File: config.mk
export PLATFORM = sky130hd
export DESIGN_NAME = firmware_upload_byte_protocol
export DESIGN_NICKNAME = d
export VERILOG_FILES = /design/src/rtl/core/fubp_pkg.sv /design/src/rtl/core/firmware_upload_byte_protocol.sv
export SDC_FILE = /design/constraint.sdc
export NUM_CORES = 1
export LEC_CHECK = 0
export BUFFER_PORTS_ARGS = -buffer_cell sky130_fd_sc_hd__buf_2
export CORE_UTILIZATION = 51
export CTS_CLUSTER_SIZE = 14
export DETAILED_ROUTE_END_ITERATION = 10
export GPL_TIMING_DRIVEN = 0
export PLACE_DENSITY = 0.73
export SETUP_SLACK_MARGIN = 0.02
export SYNTH_ARGS = -nofsm -noshare
export SYNTH_HDL_FRONTEND = slang
export SYNTH_SLANG_ARGS = --single-unit
File: constraint.sdc
create_clock -name clk -period 3.5 [get_ports clk]
set_input_delay 0.7 -clock clk [delete_from_list [all_inputs] [get_ports clk]]
set_output_delay 0.7 -clock clk [all_outputs]
set_load 0.005 [all_outputs]
File: src/rtl/core/fubp_pkg.sv
package fubp_pkg;

  // Staging buffer geometry
  localparam int unsigned SECTOR_COUNT = 4;
  localparam int unsigned SECTOR_BYTES = 16384;

  // Sector select is at least two bits wide so the program sector field always fits
  localparam int unsigned SEL_W = ($clog2(SECTOR_COUNT) > 2) ? $clog2(SECTOR_COUNT) : 2;
  localparam int unsigned BC_W  = $clog2(SECTOR_BYTES + 1);

  // End-of-upload string
  localparam int unsigned END_LEN = 9;
  localparam int unsigned MP_W    = 4;

  // Configuration register indexes
  localparam logic [1:0] CFG_START_MAGIC = 2'd0;
  localparam logic [1:0] CFG_START_ACK   = 2'd1;
  localparam logic [1:0] CFG_END_ACK     = 2'd2;

  // Host access kinds
  localparam logic MODE_WRITE = 1'b0;
  localparam logic MODE_READ  = 1'b1;

  typedef enum logic [2:0] {
    PH_IDLE       = 3'd0,
    PH_START_READ = 3'd1,
    PH_INDEX      = 3'd2,
    PH_INDEX_READ = 3'd3,
    PH_DATA       = 3'd4,
    PH_SUM_READ   = 3'd5,
    PH_END_READ   = 3'd6
  } phase_t;

  typedef struct packed {
    logic       mode;
    logic [7:0] write_data;
  } host_t;

  typedef struct packed {
    logic        read_ok;
    logic [7:0]  read_data;
    logic        store_valid;
    logic [15:0] store_address;
    logic [7:0]  store_data;
    logic        program_request;
    logic [1:0]  program_sector;
    logic        session_active;
  } result_t;

  // Character of the end string at a given match position
  function automatic logic [7:0] end_char(input logic [MP_W-1:0] pos);
    logic [7:0] c;
    case (pos)
      4'd0:    c = 8'h4B;
      4'd1:    c = 8'h46;
      4'd2:    c = 8'h53;
      4'd3:    c = 8'h49;
      4'd4:    c = 8'h44;
      4'd5:    c = 8'h5F;
      4'd6:    c = 8'h45;
      4'd7:    c = 8'h4E;
      4'd8:    c = 8'h44;
      default: c = 8'h00;
    endcase
    return c;
  endfunction

endpackage

File: src/rtl/core/firmware_upload_byte_protocol.sv
// An accepted host word's result enters the result register, or the skid entry
// while the result side stalls. One host word per cycle while host_stall is low;
// the session update is combinational logic between session and result registers.
// A two-entry output stage (result register plus skid) keeps host_stall registered.
// Reset (rst, synchronous) ends any session, empties the output stage and
// clears the configuration registers to 0.
module firmware_upload_byte_protocol
  import fubp_pkg::*;
(
  input  logic       clk,
  input  logic       rst,
  input  logic       host_valid,
  output logic       host_stall,
  input  host_t      host,
  output logic       result_valid,
  input  logic       result_stall,
  output result_t    result,
  input  logic       cfg_en,
  input  logic [1:0] cfg_index,
  input  logic [7:0] cfg_data
);

  // Configuration registers
  logic [7:0] start_magic;
  logic [7:0] start_ack;
  logic [7:0] end_ack;

  // Session state
  logic              active_flag;
  phase_t            phase;
  logic [7:0]        reply_byte;
  logic              reply_pending;
  phase_t            phase_after_reply;
  logic [SEL_W-1:0]  sector_sel;
  logic [BC_W-1:0]   byte_count;
  logic [7:0]        xor_sum;
  logic [MP_W-1:0]   match_pos;

  logic              active_flag_next;
  phase_t            phase_next;
  logic [7:0]        reply_byte_next;
  logic              reply_pending_next;
  phase_t            phase_after_reply_next;
  logic [SEL_W-1:0]  sector_sel_next;
  logic [BC_W-1:0]   byte_count_next;
  logic [7:0]        xor_sum_next;
  logic [MP_W-1:0]   match_pos_next;

  // Output stage
  result_t result_next;
  result_t skid;
  logic    skid_valid;

  logic    host_accept;
  logic    result_take;

  logic [7:0]      v;
  logic [MP_W-1:0] match_inc;
  logic            char_hit;
  logic            end_hit;
  logic            index_ok;
  logic            last_byte;
  logic [31:0]     addr_full;

  assign host_stall  = skid_valid;
  assign host_accept = host_valid & ~skid_valid;
  assign result_take = result_valid & ~result_stall;

  assign v         = host.write_data;
  assign match_inc = match_pos + MP_W'(1);
  assign char_hit  = (match_pos < MP_W'(END_LEN)) && (v == end_char(match_pos));
  assign end_hit   = char_hit && (match_inc == MP_W'(END_LEN));
  assign index_ok  = v < 8'(SECTOR_COUNT);
  assign last_byte = byte_count == BC_W'(SECTOR_BYTES - 1);
  assign addr_full = 32'(sector_sel) * 32'(SECTOR_BYTES) + 32'(byte_count);

  // Next session state for one host word
  always_comb begin
    active_flag_next       = active_flag;
    phase_next             = phase;
    reply_byte_next        = reply_byte;
    reply_pending_next     = reply_pending;
    phase_after_reply_next = phase_after_reply;
    sector_sel_next        = sector_sel;
    byte_count_next        = byte_count;
    xor_sum_next           = xor_sum;
    match_pos_next         = match_pos;

    if (host.mode == MODE_READ) begin
      // Hand out the queued reply and move on
      if (active_flag && reply_pending) begin
        reply_pending_next = 1'b0;
        if (phase_after_reply == PH_END_READ) begin
          active_flag_next = 1'b0;
          phase_next       = PH_IDLE;
        end else begin
          phase_next = phase_after_reply;
        end
      end
    end else if (!active_flag) begin
      // Arm on the start magic
      if (v == start_magic) begin
        active_flag_next       = 1'b1;
        phase_next             = PH_START_READ;
        match_pos_next         = '0;
        reply_byte_next        = start_ack;
        reply_pending_next     = 1'b1;
        phase_after_reply_next = PH_INDEX;
      end
    end else if (phase == PH_INDEX) begin
      // Track the end string, restarting on the first character
      if (char_hit) begin
        match_pos_next = match_inc;
      end else begin
        match_pos_next = (v == end_char('0)) ? MP_W'(1) : MP_W'(0);
      end
      if (end_hit) begin
        phase_next             = PH_END_READ;
        reply_byte_next        = end_ack;
        reply_pending_next     = 1'b1;
        phase_after_reply_next = PH_END_READ;
      end else if (index_ok) begin
        sector_sel_next        = v[SEL_W-1:0];
        byte_count_next        = '0;
        xor_sum_next           = '0;
        phase_next             = PH_INDEX_READ;
        reply_byte_next        = v;
        reply_pending_next     = 1'b1;
        phase_after_reply_next = PH_DATA;
      end
    end else if (phase == PH_DATA) begin
      // Fold the data byte and close the sector on its last byte
      xor_sum_next    = xor_sum ^ v;
      byte_count_next = byte_count + BC_W'(1);
      if (last_byte) begin
        phase_next             = PH_SUM_READ;
        reply_byte_next        = xor_sum ^ v;
        reply_pending_next     = 1'b1;
        phase_after_reply_next = PH_INDEX;
      end
    end
  end

  // Result word for one host word
  always_comb begin
    result_next = '0;
    if (host.mode == MODE_READ) begin
      if (active_flag) begin
        result_next.read_ok = 1'b1;
        if (reply_pending) begin
          result_next.read_data = reply_byte;
        end
      end
    end else if (active_flag && phase == PH_DATA) begin
      result_next.store_valid   = 1'b1;
      result_next.store_address = addr_full[15:0];
      result_next.store_data    = v;
      if (last_byte) begin
        result_next.program_request = 1'b1;
        result_next.program_sector  = sector_sel[1:0];
      end
    end
    result_next.session_active = active_flag_next;
  end

  // Configuration writes
  always_ff @(posedge clk) begin
    if (rst) begin
      start_magic <= '0;
      start_ack   <= '0;
      end_ack     <= '0;
    end else if (cfg_en) begin
      case (cfg_index)
        CFG_START_MAGIC: start_magic <= cfg_data;
        CFG_START_ACK:   start_ack   <= cfg_data;
        CFG_END_ACK:     end_ack     <= cfg_data;
        default:         ;
      endcase
    end
  end

  // Advance session state on each accepted word
  always_ff @(posedge clk) begin
    if (rst) begin
      active_flag       <= 1'b0;
      phase             <= PH_IDLE;
      reply_byte        <= '0;
      reply_pending     <= 1'b0;
      phase_after_reply <= PH_IDLE;
      sector_sel        <= '0;
      byte_count        <= '0;
      xor_sum           <= '0;
      match_pos         <= '0;
    end else if (host_accept) begin
      active_flag       <= active_flag_next;
      phase             <= phase_next;
      reply_byte        <= reply_byte_next;
      reply_pending     <= reply_pending_next;
      phase_after_reply <= phase_after_reply_next;
      sector_sel        <= sector_sel_next;
      byte_count        <= byte_count_next;
      xor_sum           <= xor_sum_next;
      match_pos         <= match_pos_next;
    end
  end

  // Output register with skid entry
  always_ff @(posedge clk) begin
    if (rst) begin
      result_valid <= 1'b0;
      skid_valid   <= 1'b0;
    end else if (skid_valid) begin
      if (result_take) begin
        skid_valid <= 1'b0;
      end
    end else if (host_accept) begin
      if (!result_valid || result_take) begin
        result_valid <= 1'b1;
      end else begin
        skid_valid <= 1'b1;
      end
    end else if (result_take) begin
      result_valid <= 1'b0;
    end
  end

  // Output payload: refill from skid or from the new word
  always_ff @(posedge clk) begin
    if (skid_valid) begin
      if (result_take) begin
        result <= skid;
      end
    end else if (host_accept) begin
      if (!result_valid || result_take) begin
        result <= result_next;
      end else begin
        skid <= result_next;
      end
    end
  end

endmodule

Word level (Yosys, flattened, before mapping):

Memories as Yosys holds them, arrays and structs flattened. A register that Yosys moved wholly into a read port is not among the register bits.
Index checks and enable logic that the tools add are counted.
Widths: inputs -> output; s select.

* $add $sub $neg: 3
* multiply operators: 0
* div/mod/pow operators: 0
* $lt $le $gt $ge: 2
* eq/ne operators: 22
* shifts and indexed selects: 0
* multiplexer cells: 70
* bitwise logic cells: 8
* reductions and logical operators: 24

Operators with widths (count)
* $mux 38: 4
* $mux 8: 12
* $mux 15: 4
* $mux 28: 2
* $mux 3: 18
* $mux 4: 6
* $reduce_and 6->1: 4
* $mux 1: 22
* $mux 9: 2
* $add 16x15->16: 1
* $eq 8x8->1: 2
* $add 15x1->15 const B: 1
* $eq 15x14->1 const B: 1
* $reduce_bool 2->1: 5
* $reduce_and 3->1: 3
* $eq 8x7->1 const B: 1
* $lt 8x3->1 const B: 1
* $ne 2x1->1 const B: 4
* $ne 4x2->1 const B: 2
* $xor 8x8->8: 1
* $eq 3x3->1 const B: 2
* $ne 3x1->1 const B: 2
* $reduce_and 2->1: 3
* $ne 5x5->1 const B: 1
* 16 further kinds: 25

* flip-flop bits (word level): 147
* bits in latches: 0
* bits in writable memories: 0
* ROM bits: 96
* input port bits: 24
* output and inout port bits: 40
* logic and storage cells: 160
* memories kept: 1

Memories
* (no name shown): words 16, bits a word 6, read ports 1, clocked after Yosys merged registers in 1, write ports 0, line fubp_pkg.sv:53 `case (pos)`

Logic depth before layout (Yosys ltp):

* word-level depth: 7
* depth in mapped cells: 11
* depth with buffers taken out: 11

Least setup slack after synthesis:

Ideal clock, no wire load.

* path type: input to register
* start: in host_valid
* end: reg result[0] (netlist name) (enable)
* arrival time: 2917 ps
* required time: 3054 ps
* path slack: 137 ps
* cell stages on the path: 3
* buffers on the path: 0
* cell sequence: nor2b_1 -> a21oi_1 -> a21oi_1

* word-level cells in the longest chain between the ends: 3

Ends and longest elaborated chain
* start: declaration: line firmware_upload_byte_protocol.sv:12 `input logic host_valid,`
* $and 1x1->1: line firmware_upload_byte_protocol.sv:66 `assign host_accept = host_valid & ~skid_valid;`
* $reduce_bool 2->1 (no line)
* $reduce_and 3->1 (no line)
* end signal: assignment: line firmware_upload_byte_protocol.sv:231 `result <= skid;`
* end signal: assignment: line firmware_upload_byte_protocol.sv:235 `result <= result_next;`
* end: declaration: line firmware_upload_byte_protocol.sv:17 `output result_t result,`

No other way between the ends.
A chain may end at the register's enable or synchronous reset.

==> impl_metrics.csv <==
group,metric,value,unit
outcome,status,"finished clean",
synthesis,ys_async_sr_fraction,0,%
worst_setup_path,timing.critical_path.mode_cell,"clkbuf_1",
finish,area_delta_synth_final,15.3,%
finish,n_fill_cell,1121,
finish,drive_above_1_share,21.8,%
sta,max_slew_margin,38.3,%
clock_network,clk_latency,430,ps
clock_network,post_cts_buffers,0,
clock_network,h-tree-depth,4,
drt,finalWirelength,16.2,mm
floorplan,core_area,13800,um^2
synthesis,synth_nets,684,
synthesis,yosysUniqueCellTypes,65,
worst_setup_path,slowest_delay,480,ps
flow_run,maxCapViolCount,0,
clock_network,clk_pin_slew_worst_paths,60,ps
placed_design,place_ws,208,ps
sta,post-route-period-util,86.5,%
synthesis,synth_flop_cell,"edfxtp_1",
sta,layout_setup_ws,472,ps
drt,wl_per_cell,17.7,um
worst_setup_path,critical_path_required,3830,ps
placed_design,gp_congestion,0.889,
clock_network,cts.path.max_buffers,2,
floorplan,start_util,52.1,%
placed_design,hpwl,11.6,mm
worst_setup_path,start_kind,"flop",
sta,timing.fmax,330,MHz
grt,grt_pass1_wl,26.5,mm
floorplan,io_pins,64,
clock_network,cts_resized,0,
grt,grt_pass1_vias,5204,
power,power_density,484,nW/um^2
grt,grt_max_degree,39,
worst_setup_path,worstPathCellList,"clkbuf_1, or3b_1, clkbuf_1, nor2_1, a41o_1, nor4_2, inv_1, ha_1, a211oi_1",
finish,mostFrequentLayoutCells,"dfxtp_1 (76), edfxtp_1 (76), buf_2 (60), nor2_1 (60), mux2_2 (36)",
clock_network,cts_buffers,17,
clock_network,cts_sinks,152,
min_path,min_path_type,"flop to flop",
drt,via_per_inst,5.70,
power,ir_drop,0.000280,V
drt,drtIter0Drc,357,
grt,gr-usage-all-layers,23.9,%
synthesis,yosysWarnings,0,
sta,setup_violations,0,
grt,grt_remaining_overflow,0,
sta,final_max_slew_viol_count,0,
floorplan,die_h,121,um
synthesis,yosysSeqAreaShare,52.8,%
finish,multiInputGateArea,3130,um^2
sta,rsz0062_at_grt,"false",
finish,final-seq-area,3800,um^2
floorplan,die-area,14600,um^2
clock_network,cts_root_buffer,"clkbuf_16",
power,p_leak,3.08,nW
worst_setup_path,setup.worst_path.class,"flop to flop",
drt,num_vias,5228,
sta,final_hold_viol_count,0,
finish,nNetsFinal,758,
sta,fin_crit,3030,ps
drt,first_pass_iters,5,
floorplan,placementRows,43,
worst_setup_path,cp_slowest_cell,"nor4_2",
clock_network,postCtsHoldBufs,0,
worst_setup_path,critPathMaxFanout,9,
clock_network,tritoncts,"yes",
finish,n_antenna_cell,0,
synthesis,synth-edff-count,76,
synthesis,avgSynthCellArea,11.1,um^2
synthesis,synth_cells,650,
floorplan,die_w,121,um
finish,postLayoutCoreUtil,60.1,%
grt,antenna_found_initial,0,
drt,postRouteAntennaNets,0,
drt,drc,0,
synthesis,ys_ff_latch,152,
synthesis,syn_area,7210,um^2
worst_setup_path,end_kind,"flop",
sta,tightest_slew,926,ps
placed_design,portBuffers,54,
worst_setup_path,worstPathArrival,3360,ps
sta,finClkSkew,13.6,ps
==> path summary, 6_finish.rpt <==
| path | startpoint | end | slack (ps) | cells after the start |
|---|---|---|---|---|
| min reg2reg | reply_byte[2] | reply_byte[2] | 470 | 2 |
| max reg2reg | host_stall | flop | 470 | 9 |
| min | reply_byte[2] | reply_byte[2] | 470 | 2 |
| max | host_stall | flop | 470 | 9 |
==> state kept, by name (all words and copies together) (netlist names), named ones only <==
name               flops
result                38
skid                  38
byte_count            15
end_ack                8
reply_byte             8
start_ack              8
start_magic            8
xor_sum                8
match_pos              4
phase                  3
phase_after_reply      2
sector_sel             2
active_flag            1
host_stall             1
reply_pending          1
result_valid           1
==> stage by stage <==
step,instances,hold WS [ps],instance area (um^2),setup TNS [ps],power (mW)
CTS,917,479,8310,0,4.04
detailed placement,885,468,7740,0,2.27
global placement,884,460,7710,-32460,2.26
global route,917,490,8310,0,4.14
floorplan,650,448,7210,0,2.16
finish,917,472,8310,0,4.03
==> synth_stat cells (all sizes together) (14+ instances only) <==
master | count | share of area [%]
and2 | 33 | 2.9
mux2 | 36 | 5.6
nand2b | 14 | 1.2
buf | 17 | 1.8
edfxtp | 76 | 32
o31ai | 17 | 1.8
a21oi | 36 | 2.7
dfxtp | 76 | 21
nor2 | 61 | 3.2
o21ai | 31 | 2.2
nand2 | 25 | 1.3
xnor2 | 20 | 2.4
clkbuf | 27 | 1.4
mux2i | 35 | 4.9
inv | 15 | 0.78
==> final cells by class <==
| type | instances | area share [%] |
|---|---|---|
| buffer | 44 | 2.80 |
| sequential | 152 | 45.7 |
| tap | 180 | 2.71 |
| clock inverter | 15 | 1.81 |
| inverter | 15 | 0.677 |
| clock buffer | 17 | 5.12 |
| timing repair buffer | 55 | 3.49 |
| multi-input combinational | 439 | 37.7 |
==> cells by family (layout without fill, tap and decap cells) <==
kind of cell,after synthesis,in the layout,synth area share [%]
AND/OR/NAND/NOR,211,211,16.5
flip-flops,152,152,52.8
AO/OA/AOI/OAI,124,124,11.6
multiplexers,71,71,10.5
buffers and inverters,59,146,4.01
XOR/XNOR,23,23,2.90
adder cells (fa/ha/maj),10,10,1.74
==> layer usage <==
metal	vias up	wire length, um	global-route usage [%]	part of all wire (%)
met5	-	0	0	0
met1	2514	7300	30.3	45
met4	0	355	10.3	2.2
met3	33	679	5.55	4.2
li1	2517	-	-	-
met2	164	7860	39.0	49
==> worst max-delay path: cells and delay by family (launching register included) <==
kind	cells	cell delay (ps)
buf+inv	3	890
simple gates	3	820
compound gates	2	520
flops	1	380
fa+ha+maj	1	320
==> report_power, final <==
group / total [mW] / internal [mW] / switching [mW]
sequential: 1.95 / 1.93 / 0.0202
clock: 1.80 / 1.05 / 0.749
combinational: 0.280 / 0.112 / 0.169
total: 4.03 / 3.09 / 0.938
(Power assumes the default switching activity.)
